$ cat src/rtl/zone_classify_debounce_defines.svh
// Assertion macros shared by the zone classifier and debouncer.
`ifndef ZONE_CLASSIFY_DEBOUNCE_DEFINES_SVH
`define ZONE_CLASSIFY_DEBOUNCE_DEFINES_SVH

`ifndef SYNTH
// Check a property on every clock edge outside reset.
`define ZCD_ASSERT(lbl, prop) \
  lbl: assert property (@(posedge clk_i) disable iff (!rst_ni) (prop)) \
    else $error("zcd check failed");
// Check a property on every clock edge, reset included.
`define ZCD_ASSERT_ALWAYS(lbl, prop) \
  lbl: assert property (@(posedge clk_i) (prop)) \
    else $error("zcd check failed");
`else
`define ZCD_ASSERT(lbl, prop)
`define ZCD_ASSERT_ALWAYS(lbl, prop)
`endif

`endif

$ cat src/rtl/zcd_pkg.sv
// Shared types and constants of the zone classifier and debouncer.
package zcd_pkg;

  localparam int unsigned COUNT_WIDTH_DEF = 8;
  localparam int unsigned KIND_W          = 2;
  localparam int unsigned BOUND_W         = 12;
  localparam int unsigned TICKS_W         = 8;
  localparam int unsigned QUEUE_DEPTH     = 2;
  localparam int unsigned APB_ADDR_W      = 4;
  localparam int unsigned APB_DATA_W      = 32;
  localparam logic [TICKS_W-1:0] TICKS_RESET = 8'd3;

  // Target kinds
  localparam logic [KIND_W-1:0] KIND_OPEN  = 2'd0;
  localparam logic [KIND_W-1:0] KIND_PACE  = 2'd1;
  localparam logic [KIND_W-1:0] KIND_ZONE  = 2'd2;
  localparam logic [KIND_W-1:0] KIND_BPM   = 2'd3;

  // Register indexes (byte address / 4)
  localparam logic [1:0] REG_KIND  = 2'd0;
  localparam logic [1:0] REG_LOW   = 2'd1;
  localparam logic [1:0] REG_HIGH  = 2'd2;
  localparam logic [1:0] REG_TICKS = 2'd3;

  typedef enum logic [2:0] {
    ST_NO_TARGET = 3'd0,
    ST_NO_SAMPLE = 3'd1,
    ST_UNDER     = 3'd2,
    ST_IN_ZONE   = 3'd3,
    ST_OVER      = 3'd4
  } zone_e;

  typedef struct packed {
    logic [KIND_W-1:0]  kind;
    logic [BOUND_W-1:0] low;
    logic [BOUND_W-1:0] high;
    logic [TICKS_W-1:0] ticks;
  } cfg_t;

  typedef struct packed {
    logic full;
    logic empty;
  } q_stat_t;

endpackage

$ cat src/rtl/zcd_classify.sv
// Front end: accepts samples and classifies them against the target window.
module zcd_classify
  import zcd_pkg::*;
(
  input  cfg_t         cfg_i,
  input  logic         s_tvalid,
  output logic         s_tready,
  input  logic [23:0]  s_tdata,  // pace_sec_per_km[11:0], heart_zone[14:12], heart_bpm[22:15]
  input  logic [1:0]   s_tuser,  // pace_valid[0], heart_valid[1]
  input  q_stat_t      q_stat_i,
  output logic         push_o,
  output zone_e        class_o
);

  logic               pace_valid;
  logic               heart_valid;
  logic [BOUND_W-1:0] pace;
  logic [BOUND_W-1:0] zone_ext;
  logic [BOUND_W-1:0] bpm_ext;

  // Compare a value against the window, low test first
  function automatic zone_e window_check(logic [BOUND_W-1:0] v,
                                         logic [BOUND_W-1:0] lo,
                                         logic [BOUND_W-1:0] hi);
    zone_e r;
    if (v < lo) begin
      r = ST_UNDER;
    end else if (v > hi) begin
      r = ST_OVER;
    end else begin
      r = ST_IN_ZONE;
    end
    return r;
  endfunction

  // Unpack the request
  assign pace_valid  = s_tuser[0];
  assign heart_valid = s_tuser[1];
  assign pace        = s_tdata[11:0];
  assign zone_ext    = {9'd0, s_tdata[14:12]};
  assign bpm_ext     = {4'd0, s_tdata[22:15]};

  // Accept while the queue has room
  assign s_tready = !q_stat_i.full;
  assign push_o   = s_tvalid && s_tready;

  // Classify; for pace the slow bound is tested first
  always_comb begin
    unique case (cfg_i.kind)
      KIND_PACE: begin
        if (!pace_valid) begin
          class_o = ST_NO_SAMPLE;
        end else if (pace > cfg_i.high) begin
          class_o = ST_UNDER;
        end else if (pace < cfg_i.low) begin
          class_o = ST_OVER;
        end else begin
          class_o = ST_IN_ZONE;
        end
      end
      KIND_ZONE: begin
        class_o = heart_valid ? window_check(zone_ext, cfg_i.low, cfg_i.high) : ST_NO_SAMPLE;
      end
      KIND_BPM: begin
        class_o = heart_valid ? window_check(bpm_ext, cfg_i.low, cfg_i.high) : ST_NO_SAMPLE;
      end
      default: begin
        class_o = ST_NO_TARGET;
      end
    endcase
  end

endmodule

$ cat src/rtl/zcd_queue.sv
// Short queue of classified samples between the front and back ends.
module zcd_queue
  import zcd_pkg::*;
#(
  parameter int unsigned DEPTH = QUEUE_DEPTH
) (
  input  logic    clk_i,
  input  logic    rst_ni,
  input  logic    push_i,
  input  zone_e   push_data_i,
  input  logic    pop_i,
  output zone_e   pop_data_o,
  output q_stat_t stat_o
);

  localparam int unsigned PTR_W = (DEPTH > 1) ? $clog2(DEPTH) : 1;
  localparam int unsigned CNT_W = $clog2(DEPTH + 1);

  zone_e             mem_q [DEPTH];
  logic [PTR_W-1:0]  wr_ptr_q, wr_ptr_d;
  logic [PTR_W-1:0]  rd_ptr_q, rd_ptr_d;
  logic [CNT_W-1:0]  count_q, count_d;

  function automatic logic [PTR_W-1:0] ptr_next(logic [PTR_W-1:0] p);
    logic [PTR_W-1:0] r;
    if (p == PTR_W'(DEPTH - 1)) begin
      r = '0;
    end else begin
      r = p + PTR_W'(1);
    end
    return r;
  endfunction

  assign stat_o.full  = (count_q == CNT_W'(DEPTH));
  assign stat_o.empty = (count_q == '0);
  assign pop_data_o   = mem_q[rd_ptr_q];

  // Advance pointers and count
  always_comb begin
    wr_ptr_d = push_i ? ptr_next(wr_ptr_q) : wr_ptr_q;
    rd_ptr_d = pop_i ? ptr_next(rd_ptr_q) : rd_ptr_q;
    count_d  = count_q;
    if (push_i && !pop_i) begin
      count_d = count_q + CNT_W'(1);
    end else if (pop_i && !push_i) begin
      count_d = count_q - CNT_W'(1);
    end
  end

  always_ff @(posedge clk_i or negedge rst_ni) begin
    if (!rst_ni) begin
      wr_ptr_q <= '0;
      rd_ptr_q <= '0;
      count_q  <= '0;
    end else begin
      wr_ptr_q <= wr_ptr_d;
      rd_ptr_q <= rd_ptr_d;
      count_q  <= count_d;
    end
  end

  // Store entries; no reset on payload
  always_ff @(posedge clk_i) begin
    if (push_i) begin
      mem_q[wr_ptr_q] <= push_data_i;
    end
  end

endmodule

$ cat src/rtl/zcd_debounce.sv
// Back end: debounces the class stream and registers the emitted cue.
module zcd_debounce
  import zcd_pkg::*;
#(
  parameter int unsigned COUNT_WIDTH = COUNT_WIDTH_DEF
) (
  input  logic        clk_i,
  input  logic        rst_ni,
  input  cfg_t        cfg_i,
  input  q_stat_t     q_stat_i,
  input  zone_e       class_i,
  output logic        pop_o,
  output logic        m_tvalid,
  input  logic        m_tready,
  output logic [7:0]  m_tdata   // cue_state[2:0], zero padded
);

  localparam int unsigned CMP_W = (COUNT_WIDTH > TICKS_W) ? COUNT_WIDTH : TICKS_W;
  localparam logic [COUNT_WIDTH-1:0] RUN_MAX = '1;

  zone_e                  committed_q, committed_d;
  zone_e                  candidate_q, candidate_d;
  logic [COUNT_WIDTH-1:0] run_q, run_d;
  logic                   out_valid_q, out_valid_d;
  zone_e                  cue_q, cue_d;
  logic [COUNT_WIDTH-1:0] run_step;
  logic                   emit;

  // Pop when the output register is free or being drained
  assign pop_o = !q_stat_i.empty && (!out_valid_q || m_tready);

  always_comb begin
    committed_d = committed_q;
    candidate_d = candidate_q;
    run_d       = run_q;
    run_step    = run_q;
    emit        = 1'b0;
    if (pop_o) begin
      if (class_i == committed_q) begin
        candidate_d = class_i;
        run_d       = '0;
      end else begin
        if (class_i == candidate_q) begin
          run_step = (run_q == RUN_MAX) ? run_q : run_q + COUNT_WIDTH'(1);
        end else begin
          candidate_d = class_i;
          run_step    = COUNT_WIDTH'(1);
        end
        run_d = run_step;
        // Commit once the run reaches the configured length
        if (CMP_W'(run_step) >= CMP_W'(cfg_i.ticks)) begin
          committed_d = candidate_d;
          run_d       = '0;
          emit        = 1'b1;
        end
      end
    end
  end

  // Hold or load the output register
  always_comb begin
    out_valid_d = out_valid_q && !m_tready;
    cue_d       = cue_q;
    if (emit) begin
      out_valid_d = 1'b1;
      cue_d       = committed_d;
    end
  end

  always_ff @(posedge clk_i or negedge rst_ni) begin
    if (!rst_ni) begin
      committed_q <= ST_NO_TARGET;
      candidate_q <= ST_NO_TARGET;
      run_q       <= '0;
      out_valid_q <= 1'b0;
    end else begin
      committed_q <= committed_d;
      candidate_q <= candidate_d;
      run_q       <= run_d;
      out_valid_q <= out_valid_d;
    end
  end

  always_ff @(posedge clk_i) begin
    cue_q <= cue_d;
  end

  assign m_tvalid = out_valid_q;
  assign m_tdata  = {5'd0, cue_q};

endmodule

$ cat src/rtl/zone_classify_debounce.sv
// Top level of the zone classifier with debounced cue output.
//
// Input stream s_*: one sensor sample per request; tdata carries pace,
// heart-rate zone and bpm, tuser the two presence flags. Output stream m_*:
// one cue request each time a new class has been seen debounce_ticks samples
// in a row; tdata[2:0] is the newly committed class.
// The APB port writes and reads the four target registers at 0x0, 0x4,
// 0x8 and 0xC; write them only while no samples are in flight.
// Throughput: one sample per cycle while the queue has room. A sample is
// classified as it is accepted and sits in a two-entry queue; the debouncer
// pops one per cycle unless a cue waits on m_tready, and registers each cue.
// When m_tready is low the cue is held in the output register; the queue
// keeps filling, and s_tready drops only once both queue entries are taken.
// Reset clears the queue, the debouncer (committed and candidate class
// no_target, run count zero) and the registers (debounce_ticks to 3).
`include "zone_classify_debounce_defines.svh"

module zone_classify_debounce
  import zcd_pkg::*;
#(
  parameter int unsigned COUNT_WIDTH = COUNT_WIDTH_DEF
) (
  input  logic                  clk_i,
  input  logic                  rst_ni,
  input  logic                  s_tvalid,
  output logic                  s_tready,
  input  logic [23:0]           s_tdata,  // pace_sec_per_km[11:0], heart_zone[14:12],
                                          // heart_bpm[22:15]
  input  logic [1:0]            s_tuser,  // pace_valid[0], heart_valid[1]
  output logic                  m_tvalid,
  input  logic                  m_tready,
  output logic [7:0]            m_tdata,  // cue_state[2:0]
  input  logic                  psel,
  input  logic                  penable,
  input  logic                  pwrite,
  input  logic [APB_ADDR_W-1:0] paddr,
  input  logic [APB_DATA_W-1:0] pwdata,
  output logic [APB_DATA_W-1:0] prdata,
  output logic                  pready
);

  cfg_t       cfg_q, cfg_d;
  logic       cfg_wr;
  logic [1:0] reg_idx;
  logic       push;
  logic       pop;
  zone_e      push_class;
  zone_e      pop_class;
  q_stat_t    q_stat;

  // Register file
  assign pready  = 1'b1;
  assign reg_idx = paddr[3:2];
  assign cfg_wr  = psel && penable && pwrite && pready;

  always_comb begin
    cfg_d = cfg_q;
    if (cfg_wr) begin
      unique case (reg_idx)
        REG_KIND:  cfg_d.kind  = pwdata[KIND_W-1:0];
        REG_LOW:   cfg_d.low   = pwdata[BOUND_W-1:0];
        REG_HIGH:  cfg_d.high  = pwdata[BOUND_W-1:0];
        REG_TICKS: cfg_d.ticks = pwdata[TICKS_W-1:0];
        default:   cfg_d = cfg_q;
      endcase
    end
  end

  always_comb begin
    unique case (reg_idx)
      REG_KIND:  prdata = {{(APB_DATA_W-KIND_W){1'b0}}, cfg_q.kind};
      REG_LOW:   prdata = {{(APB_DATA_W-BOUND_W){1'b0}}, cfg_q.low};
      REG_HIGH:  prdata = {{(APB_DATA_W-BOUND_W){1'b0}}, cfg_q.high};
      REG_TICKS: prdata = {{(APB_DATA_W-TICKS_W){1'b0}}, cfg_q.ticks};
      default:   prdata = '0;
    endcase
  end

  always_ff @(posedge clk_i or negedge rst_ni) begin
    if (!rst_ni) begin
      cfg_q.kind  <= KIND_OPEN;
      cfg_q.low   <= '0;
      cfg_q.high  <= '0;
      cfg_q.ticks <= TICKS_RESET;
    end else begin
      cfg_q <= cfg_d;
    end
  end

  zcd_classify u_classify (
    .cfg_i    (cfg_q),
    .s_tvalid (s_tvalid),
    .s_tready (s_tready),
    .s_tdata  (s_tdata),
    .s_tuser  (s_tuser),
    .q_stat_i (q_stat),
    .push_o   (push),
    .class_o  (push_class)
  );

  zcd_queue #(
    .DEPTH (QUEUE_DEPTH)
  ) u_queue (
    .clk_i       (clk_i),
    .rst_ni      (rst_ni),
    .push_i      (push),
    .push_data_i (push_class),
    .pop_i       (pop),
    .pop_data_o  (pop_class),
    .stat_o      (q_stat)
  );

  zcd_debounce #(
    .COUNT_WIDTH (COUNT_WIDTH)
  ) u_debounce (
    .clk_i    (clk_i),
    .rst_ni   (rst_ni),
    .cfg_i    (cfg_q),
    .q_stat_i (q_stat),
    .class_i  (pop_class),
    .pop_o    (pop),
    .m_tvalid (m_tvalid),
    .m_tready (m_tready),
    .m_tdata  (m_tdata)
  );

  // A full queue never accepts
  `ZCD_ASSERT_ALWAYS(a_no_push_when_full, !(q_stat.full && s_tready))
  // Nothing is popped from an empty queue
  `ZCD_ASSERT_ALWAYS(a_no_pop_when_empty, !(q_stat.empty && pop))
  // A new cue comes only from a queued sample
  `ZCD_ASSERT(a_cue_from_queue, $rose(m_tvalid) |-> $past(!q_stat.empty))
  // A kind write lands in the register
  `ZCD_ASSERT(a_kind_write, (cfg_wr && reg_idx == REG_KIND) |=> cfg_q.kind == $past(pwdata[1:0]))

endmodule

$ cat config.mk
export PLATFORM = sky130hd
export DESIGN_NAME = zone_classify_debounce
export DESIGN_NICKNAME = d
export VERILOG_FILES = /design/src/rtl/zcd_pkg.sv /design/src/rtl/zcd_classify.sv /design/src/rtl/zcd_queue.sv /design/src/rtl/zcd_debounce.sv /design/src/rtl/zone_classify_debounce.sv
export VERILOG_INCLUDE_DIRS = /design/src /design/src/rtl
export SDC_FILE = /design/constraint.sdc
export NUM_CORES = 1
export LEC_CHECK = 0
export BUFFER_PORTS_ARGS = -buffer_cell sky130_fd_sc_hd__buf_4
export CAP_MARGIN = 40
export CORE_AREA = 2 2 98 100
export DETAILED_ROUTE_END_ITERATION = 10
export DIE_AREA = 0 0 100 102
export PLACE_DENSITY = 0.76
export SLEW_MARGIN = 15
export SYNTH_ARGS = -nofsm -noshare
export SYNTH_HDL_FRONTEND = slang
export SYNTH_SLANG_ARGS = --single-unit
$ cat constraint.sdc
create_clock -name clk_i -period 3.41 [get_ports clk_i]
set_clock_uncertainty 0.2 [all_clocks]
set_input_delay 0.341 -clock clk_i [delete_from_list [all_inputs] [get_ports clk_i]]
set_output_delay 0.341 -clock clk_i [all_outputs]
set_load 0.05 [all_outputs]
# --- Word-level counts from Yosys, hierarchy flattened ---
# Memory sizes are Yosys's and may differ from the RTL's.
# Index checks and enable logic that the tools add are counted.
classes:
  n_addsub: 5
  eq_ne: 10
  muxes: 32
  n_lt_le_gt_ge: 7
  reduce_logical: 21
ops:
  columns: ["operator", "count"]
  rows:
  - ["case mux 32 bit (4 select lines)", 1]
  - ["two-way mux 8 bit", 6]
  - ["two-way mux 3 bit", 14]
  - ["greater-than comparator 12 bit", 1]
  - ["greater-than comparator 3 x 12 -> 1 bit", 1]
  - ["greater-than comparator 8 x 12 -> 1 bit", 1]
  - ["less-than comparator 12 bit", 1]
  - ["less-than comparator 3 x 12 -> 1 bit", 1]
  - ["less-than comparator 8 x 12 -> 1 bit", 1]
  - ["equality test 2 bit, second input constant", 5]
  - ["case mux 3 bit (3 select lines)", 1]
  - ["adder 8 x 1 -> 8 bit, second input constant", 1]
  - ["equality test 8 bit, second input constant", 1]
  - [">= comparator 8 bit", 1]
  - ["two-way mux 1 bit", 8]
  - ["AND reduction 2 bit", 4]
  - ["logical AND 1 bit", 7]
  - ["equality test 3 bit", 2]
  - ["logical NOT 1 bit", 6]
  - ["equality test 2 x 1 -> 1 bit, second input constant", 2]
  - ["logical NOT 2 bit", 2]
  - ["two-way mux 2 bit", 2]
  - ["adder 1 bit, second input constant", 2]
  - ["adder 2 x 1 -> 2 bit, second input constant", 1]
  - ["3 further kinds", 3]
totals:
  input_bits: 69
  reg_bits: 56
  mem_bits_rw: 6
  out_inout_bits: 43
  n_memories: 1
  elab_cells: 88
memory_table:
  columns: ["memory", "depth", "width", "rd", "rd_ports_with_merged_regs", "write_ports", "line_no", "rtl"]
  rows:
  - ["u_queue.mem_q", 2, 3, 1, 0, 1, "zcd_queue.sv:19", "zone_e mem_q [DEPTH];"]

# --- Logic depth before layout (Yosys ltp) ---
# Gate-level depths: netlist (run 1).
depth:
  word_depth: 10
  mapped_depth: 14
  mapped_depth_nobuf: 13

# --- By module ---
# A second synthesis (run 1) with hierarchy kept.
hier_totals:
  hier_cells: 450
  hier_area_um2: 4616.9
by_module_without_submodules:
  columns: ["module", "cells_per_inst", "seq_area_each_um2", "n_inst", "area_each_um2"]
  rows:
  - ["zone_classify_debounce", 121, 853.3, 1, 1756.7]
  - ["zcd_debounce", 147, 465.4, 1, 1295.0]
  - ["zcd_classify", 157, 0.0, 1, 1162.4]
  - ["zcd_queue", 25, 280.3, 1, 402.9]

# --- Worst setup path before layout (run 1) ---
# OpenSTA, ideal clock, no wires.
synth_path:
  path_type: "register to register"
  start: "reg u_debounce.run_q[0]"
  end: "reg u_debounce.cue_q[0] (enable)"
  stages_incl_launch_ff: 14
  slack_ps: 153
  path_buffers: 1
  setup_time_ps: 319
  required_time_ps: 2891
  synth_period_minus_slack_ps: 3257
  arrival_time_ps: 2738
  cell_sequence: "dfrtp_1 ha_1 nand3_1 or3_1 clkbuf_1 nand4_1 xor2_1 nor2_1 ha_1 o21a_1 nor2_1 o31ai_1 nand2b_1 nor2_1"
synth_via:
  elab_chain_len: 9
  elab_cells_between_ends: 10
  cone_classes: "add/sub (1); order compare (1); eq/ne (1); mux (7)"
synth_lines:
  columns: ["item", "line_no", "rtl"]
  rows:
  - ["from (decl)", "zcd_debounce.sv:23", "logic [COUNT_WIDTH-1:0] run_q, run_d;"]
  - ["from (signal assigned)", "zcd_debounce.sv:79", "run_q <= run_d;"]
  - ["adder 8 x 1 -> 8 bit or equality test 8 bit (tied branches)", "zcd_debounce.sv:44", "run_step = (run_q == RUN_MAX) ? run_q : run_q + COUNT_WIDTH'(1);"]
  - ["two-way mux 8 bit *", "zcd_debounce.sv:44", null]
  - ["two-way mux 8 bit *", "zcd_debounce.sv:43", "if (class_i == candidate_q) begin"]
  - ["two-way mux 8 bit *", "zcd_debounce.sv:39", "if (class_i == committed_q) begin"]
  - ["two-way mux 8 bit *", "zcd_debounce.sv:38", "if (pop_o) begin"]
  - [">= comparator 8 bit *", "zcd_debounce.sv:51", "if (CMP_W'(run_step) >= CMP_W'(cfg_i.ticks)) begin"]
  - ["two-way mux 1 bit *", "zcd_debounce.sv:51", null]
  - ["two-way mux 1 bit *", "zcd_debounce.sv:39", null]
  - ["two-way mux 1 bit *", "zcd_debounce.sv:38", null]
  - ["net u_debounce.emit", "zcd_debounce.sv:27", "logic emit;"]
  - ["to (signal assigned)", "zcd_debounce.sv:85", "cue_q <= cue_d;"]
  - ["to (decl)", "zcd_debounce.sv:25", "zone_e cue_q, cue_d;"]
# The timed path passes the listed nets; every way through them passes the cells marked *. The select of a mux whose other input is x is not followed.
# A chain may end at the register's enable or synchronous reset.

# --- Worst setup path after layout (run 1) ---
layout_path:
  start: "reg u_debounce.run_q[0]"
  end: "reg u_debounce.run_q[2]"
layout_via:
  elab_chain_len: 8
  elab_cells_between_ends: 9
  cone_classes: "add/sub (1); order compare (1); eq/ne (1); mux (6)"
layout_lines:
  columns: ["item", "line_no"]
  rows:
  - ["adder 8 x 1 -> 8 bit or equality test 8 bit (tied branches)", "zcd_debounce.sv:44"]
  - ["two-way mux 8 bit *", "zcd_debounce.sv:44"]
  - ["two-way mux 8 bit *", "zcd_debounce.sv:43"]
  - ["two-way mux 8 bit *", "zcd_debounce.sv:39"]
  - ["two-way mux 8 bit *", "zcd_debounce.sv:38"]
  - [">= comparator 8 bit", "zcd_debounce.sv:51"]
  - ["two-way mux 8 bit *", "zcd_debounce.sv:51"]
  - ["two-way mux 8 bit *", "zcd_debounce.sv:39"]
# Every way passes the cells marked *; elsewhere a longest branch is shown, timed or not. The select of a mux whose other input is x is not followed.

==> results of run 1 <==
-- cell families after synthesis --
group	Yosys count
and+or+nand+nor	116
adders and majority gates	53
muxes	30
xor gates and xnor gates	14
other	2
DFF	62
buffers and inverters	73
AOI/OAI and AO/OA	95
-- routing by layer --
metal / up-vias / routed length (um) / track usage
li1: 1699 / - / -
met1: 1695 / 4360 / 0.258
met2: 133 / 5260 / 0.378
met3: 24 / 572 / 0.0527
met4: 0 / 262 / 0.0917
met5: - / 0 / 0
-- per-stage QoR --
stage,instance area [sq um],worst slack (ns)
floorplan,4460,0.153
CTS,5160,-0.00156
global route,5200,-0.0102
detailed placement,4900,-0.154
global placement,4900,-0.0512
finish,5200,0.178
-- repair_timing --
| action | 4_1_cts | 5_1_grt |
|---|---|---|
| setup endpoints to repair | 11 | 17 |
| hold buffers | 1 | 0 |
| gates resized for setup | 2 | 9 |
| endpoints found under the hold margin | 51 | 0 |
-- layout by cell type (no fill, tap or decap), types with 7 or more instances in the layout --
master    instances
buf_4            74
xor2_1            7
clkbuf_8          9
dfrtp_1          50
o21ai_0          35
nand2b_1          9
nand4_1           9
ha_1             53
a22o_1           16
inv_1            36
a21oi_1           9
conb_1           26
nand2_1          37
nor2_1           27
edfxtp_1          9
mux2_2           23
-- worst reg2reg max path: cells and delay by family (launching register included) --
family	cells	cell delay (ns)
XOR/XNOR	1	0.17
adder cells (fa/ha/maj)	2	0.43
AO/OA/AOI/OAI	3	0.74
AND/OR/NAND/NOR	5	1.29
flip-flops	1	0.36
-- state kept, by name, summed over array words and instances (netlist names) --
signal / cells
u_debounce.m_tvalid: 1
u_debounce.cue_q: 3
u_debounce.run_q: 8
u_queue.mem_q: 6
u_debounce.committed_q: 3
u_debounce.candidate_q: 3
u_queue.wr_ptr_q: 1
u_queue.rd_ptr_q: 1
u_queue.count_q: 2
cfg_q: 34
-- layout make-up --
cell class              count  area [sq um]
multi-input cells         334          2530
repair buffers             75           566
clock inverters             7           113
inverters                  36           135
flip-flops and latches     62          1600
well taps                 111           139
fillers                   810          3910
clock buffers               9           124
-- path summary, 6_finish.rpt --
path | start | endpoint | slack, ns | cells after the start
min in group asynchronous | rst_ni | u_queue.count_q[1] | 0.38 | 2
min reg2reg | u_queue.wr_ptr_q | u_queue.wr_ptr_q | 0.29 | 1
max | u_debounce.run_q[0] | u_debounce.run_q[2] | 0.18 | 11
min | pwdata[8] | cfg_q[16] | 0.02 | 3
max reg2reg | u_debounce.run_q[0] | u_debounce.run_q[2] | 0.18 | 11
max in group asynchronous | rst_ni | u_queue.rd_ptr_q | 2.16 | 2
-- cells in the mapped netlist, types with 2 or more instances --
library cell  instances
ha_1                 53
dfstp_2               2
conb_1                2
a211o_1               2
mux2_2               23
o32ai_1               2
a22o_1               16
a21o_1                4
xnor2_1               6
xor2_1                7
nor2_1               29
nor4_1                5
a211oi_1              6
nand2b_1              9
edfxtp_1              9
nand2_1              37
o31ai_1               2
o21ai_0              37
clkbuf_1              6
nor3_1                4
nand4_1               9
buf_4                28
mux2i_2               3
mux2i_1               2
a31oi_1               2
or2_2                 2
a21oi_1              10
dfrtp_1              51
or3_1                 3
and4_1                2
mux4_2                2
nor2b_1               2
inv_1                36
nand3_1               5
and3_1                3
-- where the power goes --
group / internal, mW / total [mW] / switching, mW
logic: 0.623 / 1.55 / 0.929
registers: 0.969 / 1.14 / 0.173
clock network: 0.481 / 0.770 / 0.289
total: 2.07 / 3.46 / 1.39
==> results.py, run 1 <==
metrics = {
    "power": {
        "p_leak_nw": 2.47,
        "ir_drop_mv": 0.360,
        "powerDensity_nw_per_um2": 666,
        "finalPower_mw": 3.46,
    },
    "clock_tree": {
        "h-tree-depth": 3,
        "cts_made_buffers": 9,
        "cts_tree": "yes",
        "clk_latency_ns": 0.34,
        "path_clk_slew_ns": 0.07,
        "cts_setup_buffers": 0,
        "cts_buffer_depth": 2,
        "cts_root_buffer": "clkbuf_8",
        "clock-sinks": 62,
    },
    "hold_path": {
        "hold_path.class": "in2reg",
    },
    "detailed_routing": {
        "drtAntennaViolNets": 0,
        "wl_per_cell_um": 16.5,
        "drcViolationCount": 0,
        "dr.first_iter.drc_count": 140,
        "dr.pass1.iters": 4,
        "viasPerCell": 5.60,
        "vias": 3551,
        "wl_um": 10500,
    },
    "critical_path": {
        "end_kind": "flop",
        "path_class": "reg2reg",
        "slowest_delay_ns": 0.45,
        "required_ns": 3.49,
        "cp_slowest_cell": "or3_4",
        "crit_arrival_ns": 3.31,
        "crit_buf_inv": 0,
        "crit_top_cell": "ha_1",
        "critical_path.max_fanout": 6,
        "start_kind": "flop",
        "crit_chain": "ha_1 > nand3_1 > or3_4 > xor2_1 > nor2_2 > ha_1 > nand2b_1 > a2111oi_4 > o31ai_4 > nor3_2 > a22o_1",
        "crit_family": "simple AND/OR/NAND/NOR gates",
    },
    "cells_and_area": {
        "nets": 640,
        "diodes": 0,
        "drive_above_1_share": 0.256,
        "fin_util": 0.571,
        "areaGrowthSynthToFinish_pct": 19.0,
        "stdcell_count": 634,
    },
    "placement": {
        "place_inst": 617,
        "place_congestion": 0.929,
        "port-buffer-count": 62,
        "hpwl_um": 7980,
    },
    "global_routing": {
        "antenna_found_initial": 0,
        "grt_pass1_wl_um": 17100,
        "track_usage": 0.217,
        "grt_max_degree": 54,
        "overflow": 0,
        "grt_pass1_vias": 3568,
    },
    "yosys": {
        "ys_types": 59,
        "synth_area_leaders": "dfrtp_1 (29%), ha_1 (15%), edfxtp_1 (6.2%), mux2_2 (5.9%), buf_4 (4.8%)",
        "synth_area_sq_um": 4370,
        "syn_area_per_cell_sq_um": 9.82,
        "synth_ff_type": "dfrtp_1",
        "synth_warnings": 0,
        "yosys.area.top_type": "dfrtp_1",
        "ys_seq_area_frac": 0.366,
        "synth_edf_count": 9,
        "yosys.area_share.simple": 0.131,
        "synth_top_family_by_area": "adder cells",
        "synth.top_cell.area_share": 0.292,
        "async_reset_ff_frac": 0.855,
        "syn_inst": 445,
        "synth_xor_area_frac": 0.0298,
        "synth_fa_ha_area_frac": 0.152,
        "synth_mux_area_frac": 0.0836,
        "synth_compound_area_frac": 0.147,
        "ys_seq_elements": 62,
    },
    "floorplanning": {
        "start_util": 0.480,
        "die_h_um": 102,
        "io_pins": 112,
        "core-area_sq_um": 9110,
        "fp-row-count": 35,
        "die-area_sq_um": 10200,
        "die_w_um": 100,
    },
    "timing": {
        "fmax_ghz": 0.309,
        "finalHoldViolCount": 0,
        "relSlewSlack": 0.475,
        "worst_pin_slew_ns": 0.784,
        "hold_ws_ns": 0.0164,
        "period_minus_slack_ns": 3.23,
        "fin_crit_sh": 0.948,
        "tns_ns": 0,
        "rsz0062_at_grt": "true",
        "drv_slew": 0,
        "setup_viol": 0,
    },
    "status": {
        "status": "completed",
    },
    "run": {
        "max_cap_violations": 0,
    },
}
Note: power is estimated with default switching activity, not from simulation.
==> run 2: changes to the inputs <==
- PLACE_DENSITY: 0.76 -> 0.81
==> run 2 against run 1 <==
Sequential share of layout area increased by 0.23 points. Cell area down 0.75%. First-iteration DRC count increased by 23%. Hold slack got worse by 0.0076 ns. Count of clock-buffer cells in the layout rose by 3. Worst setup slack worse by 0.035 ns. Register-to-register slack lost 0.04 ns. Flip-flop and latch count stayed put. Sequential power is essentially flat. Via count up 2.0%. Largest cell class unchanged.
==> results.py, run 2 (synthesized netlist as in run 1, its figures left out) <==
metrics = {
    "timing": {
        "relSlewSlack": 0.517,
        "setup_viol": 0,
        "fin_crit_sh": 0.958,
        "fmax_ghz": 0.306,
        "rsz0062_at_grt": "true",
        "period_minus_slack_ns": 3.27,
        "finalHoldViolCount": 0,
        "worst_pin_slew_ns": 0.722,
        "drv_slew": 0,
        "tns_ns": 0,
    },
    "global_routing": {
        "grt_pass1_vias": 3506,
        "overflow": 0,
        "grt_max_degree": 54,
        "grt_pass1_wl_um": 17000,
        "track_usage": 0.216,
        "antenna_found_initial": 0,
    },
    "floorplanning": {
        "die_w_um": 100,
        "die-area_sq_um": 10200,
        "fp-row-count": 35,
        "io_pins": 112,
        "core-area_sq_um": 9110,
        "start_util": 0.480,
        "die_h_um": 102,
    },
    "cells_and_area": {
        "areaGrowthSynthToFinish_pct": 18.2,
        "largest_reg_flops": 34,
        "nets": 640,
        "drive_above_1_share": 0.249,
        "diodes": 0,
        "regMostFlops": "cfg_q",
        "layout_commonest_cell": "buf_4",
        "layout_common_cells": "buf_4 (74), ha_1 (53), dfrtp_1 (50), nand2_1 (37), inv_1 (36)",
        "top_regs": "cfg_q (34), u_debounce.run_q (8), u_queue.mem_q (6)",
        "fin_area_sq_um": 5160,
    },
    "detailed_routing": {
        "vias": 3621,
        "drcViolationCount": 0,
        "wl_um": 10500,
        "viasPerCell": 5.71,
        "dr.pass1.iters": 5,
        "wl_per_cell_um": 16.5,
        "drtAntennaViolNets": 0,
        "dr.first_iter.drc_count": 172,
    },
    "placement": {
        "hpwl_um": 7960,
        "place_congestion": 0.907,
        "dpl_cell_area_sq_um": 4880,
        "port-buffer-count": 62,
    },
    "power": {
        "finalPower_mw": 3.43,
        "powerDensity_nw_per_um2": 664,
        "ir_drop_mv": 0.295,
        "p_leak_nw": 2.47,
    },
    "clock_tree": {
        "cts_buffer_depth": 2,
        "path_clk_slew_ns": 0.07,
        "h-tree-depth": 3,
        "cts_tree": "yes",
        "clock-sinks": 62,
        "cts_root_buffer": "clkbuf_8",
        "clk_latency_ns": 0.35,
        "cts_made_buffers": 9,
    },
    "status": {
        "status": "completed",
    },
    "critical_path": {
        "start_kind": "flop",
        "path_class": "reg2reg",
        "cp_slowest_cell": "or3_4",
        "end_kind": "flop",
        "required_ns": 3.28,
        "crit_family": "simple AND/OR/NAND/NOR gates",
        "slowest_delay_ns": 0.44,
        "crit_arrival_ns": 3.14,
        "crit_buf_inv": 0,
        "crit_chain": "ha_1 > nand3_1 > or3_4 > xor2_1 > nor2_1 > ha_1 > nand2b_1 > a2111oi_4 > o31ai_2 > nand2b_1 > o21ai_0",
        "critical_path.max_fanout": 8,
    },
    "hold_path": {
        "hold_path.class": "in2reg",
    },
    "run": {
        "max_cap_violations": 0,
    },
}
-- run 2: cell types whose count changed in the layout (fill, tap and decap cells not counted), sizes merged --
cell / previous run / this run
clkinvlp: 1 / 0
bufinv: 3 / 2
clkbuf: 9 / 12
clkinv: 3 / 2
-- run 2: what timing repair did --
action	CTS	global route
buffers inserted	0	3
endpoints found under the setup margin	6	17
hold buffers	1	0
hold endpoints to repair	51	0
gates resized for setup	1	5
-- run 2: metrics by stage --
step                      hold WS [ns]  utilization  std cells  setup slack, ns
after floorplan                 -0.155            -        469            0.153
after global placement           0.209        0.536        614          -0.0285
after detailed placement         0.218        0.536        614          -0.0914
after CTS                      0.00362        0.562        631           0.0325
after global routing           0.00749        0.567        634          -0.0879
final                          0.00877        0.567        634            0.143
-- run 2: worst paths after layout --
check | start | endpoint | slack (ns) | cells past startpoint
max | u_debounce.run_q[0] | u_debounce.cue_q[2] | 0.14 | 11
min | pwdata[11] | cfg_q[19] | 0.009 | 3
max reg2reg | u_debounce.run_q[0] | u_debounce.cue_q[2] | 0.14 | 11
min reg2reg | u_queue.wr_ptr_q | u_queue.wr_ptr_q | 0.30 | 1
max in group asynchronous | rst_ni | u_queue.rd_ptr_q | 2.18 | 2
min in group asynchronous | rst_ni | u_queue.wr_ptr_q | 0.35 | 2
-- run 2: final cells by class --
cell class,count,area [sq um]
fillers,759,3950
inverters,36,135
repair buffers,75,566
well taps,111,139
clock buffers,12,155
flip-flops and latches,62,1600
clock inverters,4,70.1
multi-input cells,334,2500
-- run 2: layer usage --
metal,GRT usage,vias up,part of all wire
met5,0,-,0
met4,0.0843,0,0.024
met3,0.0486,29,0.063
met2,0.367,153,0.50
met1,0.270,1747,0.41
li1,-,1692,-
-- run 2: tightest hold or removal path: cells and delay by family --
kind | cells | cell delay (ns)
simple gates | 1 | 0.04
buf+inv | 1 | 0.08
compound gates | 1 | 0.06
-- run 2: where the power goes --
group	switching [mW]	internal [mW]	total, mW	leakage (nW)
Combinational	0.903	0.639	1.54	1.61
Sequential	0.180	0.969	1.15	0.737
Clock	0.288	0.449	0.737	0.116
Total	1.37	2.06	3.43	2.47
==> run 3: changes to the inputs <==
--- a/config.mk
+++ b/config.mk
@@ -8,5 +8,6 @@
 export LEC_CHECK = 0
-export BUFFER_PORTS_ARGS = -buffer_cell sky130_fd_sc_hd__buf_4
+export BUFFER_PORTS_ARGS = -buffer_cell sky130_fd_sc_hd__buf_2
 export CAP_MARGIN = 40
 export CORE_AREA = 2 2 98 100
+export CTS_CLUSTER_SIZE = 24
 export DETAILED_ROUTE_END_ITERATION = 10
--- a/constraint.sdc
+++ b/constraint.sdc
@@ -4,2 +4,2 @@
 set_output_delay 0.341 -clock clk_i [all_outputs]
-set_load 0.05 [all_outputs]
+set_load 0.005 [all_outputs]
==> run 3 against run 2 <==
Total power shrank 7.9%. Cell area shrank 2.8%. Sequential power is essentially flat. Count of clock-buffer cells in the layout shrank 2. Hold slack gained 0.0071 ns. Wire length grew 0.42%. Flip-flop and latch count is the same. Largest cell class unchanged.
==> results.py, run 3 (synthesized netlist as in run 1, its figures left out) <==
metrics = {
    "global_routing": {
        "antenna_found_initial": 0,
        "grt_pass1_vias": 3633,
        "grt_pass1_wl_um": 17300,
        "overflow": 0,
        "track_usage": 0.218,
        "grt_max_degree": 34,
    },
    "critical_path": {
        "start_kind": "flop",
        "critical_path.max_fanout": 8,
        "crit_arrival_ns": 3.11,
        "path_class": "reg2reg",
        "required_ns": 3.28,
        "end_kind": "flop",
    },
    "timing": {
        "period_minus_slack_ns": 3.24,
        "hold_ws_ns": 0.0159,
        "fin_crit_sh": 0.950,
        "worst_pin_slew_ns": 0.751,
        "setup_ws_ns": 0.172,
        "drv_slew": 0,
        "finalHoldViolCount": 0,
        "relSlewSlack": 0.496,
        "fmax_ghz": 0.309,
        "setup_viol": 0,
    },
    "clock_tree": {
        "cts_buffer_depth": 2,
        "path_clk_slew_ns": 0.07,
        "cts_made_buffers": 9,
        "h-tree-depth": 3,
        "cts_tree": "yes",
        "clock-sinks": 62,
        "cts_root_buffer": "clkbuf_8",
        "clk_latency_ns": 0.34,
    },
    "floorplanning": {
        "start_util": 0.480,
        "die-area_sq_um": 10200,
        "core-area_sq_um": 9110,
        "die_h_um": 102,
        "fp-row-count": 35,
        "io_pins": 112,
        "die_w_um": 100,
    },
    "power": {
        "p_leak_nw": 2.41,
        "powerDensity_nw_per_um2": 628,
        "ir_drop_mv": 0.365,
    },
    "cells_and_area": {
        "top_regs": "cfg_q (34), u_debounce.run_q (8), u_queue.mem_q (6)",
        "layout_common_cells": "buf_2 (62), ha_1 (53), dfrtp_1 (50), nand2_1 (37)",
        "fin_area_sq_um": 5020,
        "diodes": 0,
        "largest_reg_flops": 34,
        "layout_commonest_cell": "buf_2",
        "fillers": 794,
        "regMostFlops": "cfg_q",
        "nets": 639,
        "areaGrowthSynthToFinish_pct": 14.9,
        "drive_above_1_share": 0.255,
    },
    "placement": {
        "port-buffer-count": 62,
        "dpl_cell_area_sq_um": 4740,
        "dp_worst_setup_slack_ns": -0.105,
        "hpwl_um": 8110,
        "place_congestion": 0.926,
    },
    "detailed_routing": {
        "viasPerCell": 5.67,
        "dr.first_iter.drc_count": 269,
        "drtAntennaViolNets": 0,
        "wl_um": 10500,
        "vias": 3592,
        "wl_per_cell_um": 16.6,
        "dr.pass1.iters": 6,
        "drcViolationCount": 0,
    },
    "hold_path": {
        "hold_path.class": "in2reg",
    },
    "run": {
        "max_cap_violations": 0,
    },
    "status": {
        "status": "completed",
    },
}
[run 3: cell count changes in the layout (fill, tap and decap cells not counted), sizes merged]
cell and delta:
buf -1, bufinv -1, clkinv +2, clkbuf -2, clkinvlp +1
[run 3: where the power goes]
group | switching (mW) | internal [mW]
Sequential | 0.181 | 0.968
Clock | 0.299 | 0.384
Combinational | 0.732 | 0.590
[run 3: stage by stage]
step	power [mW]	setup TNS [ns]	cells	utilization
finish	3.15	0	633	0.551
global route	3.39	-0.0909	633	0.551
CTS	3.14	0	633	0.549
detailed placement	2.40	-0.904	616	0.520
global placement	2.31	-0.00879	616	0.520
floorplan	2.03	0	469	-
[run 3: cell type report]
cell class / count / area [sq um] / area share
Clock buffer: 10 / 149 / 0.0297
Clock inverter: 6 / 68.8 / 0.0137
Inverter: 36 / 135 / 0.0269
Multi-Input combinational cell: 334 / 2520 / 0.503
Sequential cell: 62 / 1600 / 0.319
Tap cell: 111 / 139 / 0.0277
Timing Repair Buffer: 74 / 403 / 0.0803
[run 3: timing repair]
item / 4_1_cts / 5_1_grt
hold buffers: 1 / 0
buffers inserted: 0 / 0
pin swaps: 0 / 2
endpoints found under the hold margin: 32 / 0
endpoints found under the setup margin: 14 / 16
resized for setup: 4 / 6
[run 3: final timing paths]
| path | end | slack [ns] | from | depth (start not counted) |
|---|---|---|---|---|
| worst max-delay path | u_debounce.cue_q[0] | 0.17 | u_debounce.run_q[0] | 13 |
| worst min-delay path | cfg_q[17] | 0.02 | pwdata[9] | 3 |
| worst max register to register | u_debounce.cue_q[0] | 0.17 | u_debounce.run_q[0] | 13 |
| worst min register to register | u_queue.wr_ptr_q | 0.30 | u_queue.wr_ptr_q | 1 |
| max in group asynchronous | cfg_q[1] | 1.77 | rst_ni | 3 |
| min in group asynchronous | u_queue.count_q[1] | 0.40 | rst_ni | 2 |
[run 3: metal layers]
metal | GRT usage | vias up | share of wire | wire length, um
met5 | 0 | - | 0 | 0
met4 | 0.105 | 0 | 0.036 | 380
met3 | 0.0479 | 27 | 0.062 | 655
met2 | 0.369 | 138 | 0.50 | 5250
met1 | 0.267 | 1733 | 0.40 | 4210
li1 | - | 1694 | - | -
[run 3: worst max-delay path, cell delays in order, from the launching register on]
cell      delay, ns
dfrtp_1        0.37
ha_1           0.19
nand3_1        0.11
or3_4          0.45
nand4_1        0.12
xor2_1         0.16
nor2_1         0.08
ha_1           0.28
o21a_1         0.11
nor2_1         0.06
o31ai_4        0.40
nand2b_2       0.19
nand2_1        0.11
o21ai_0        0.13
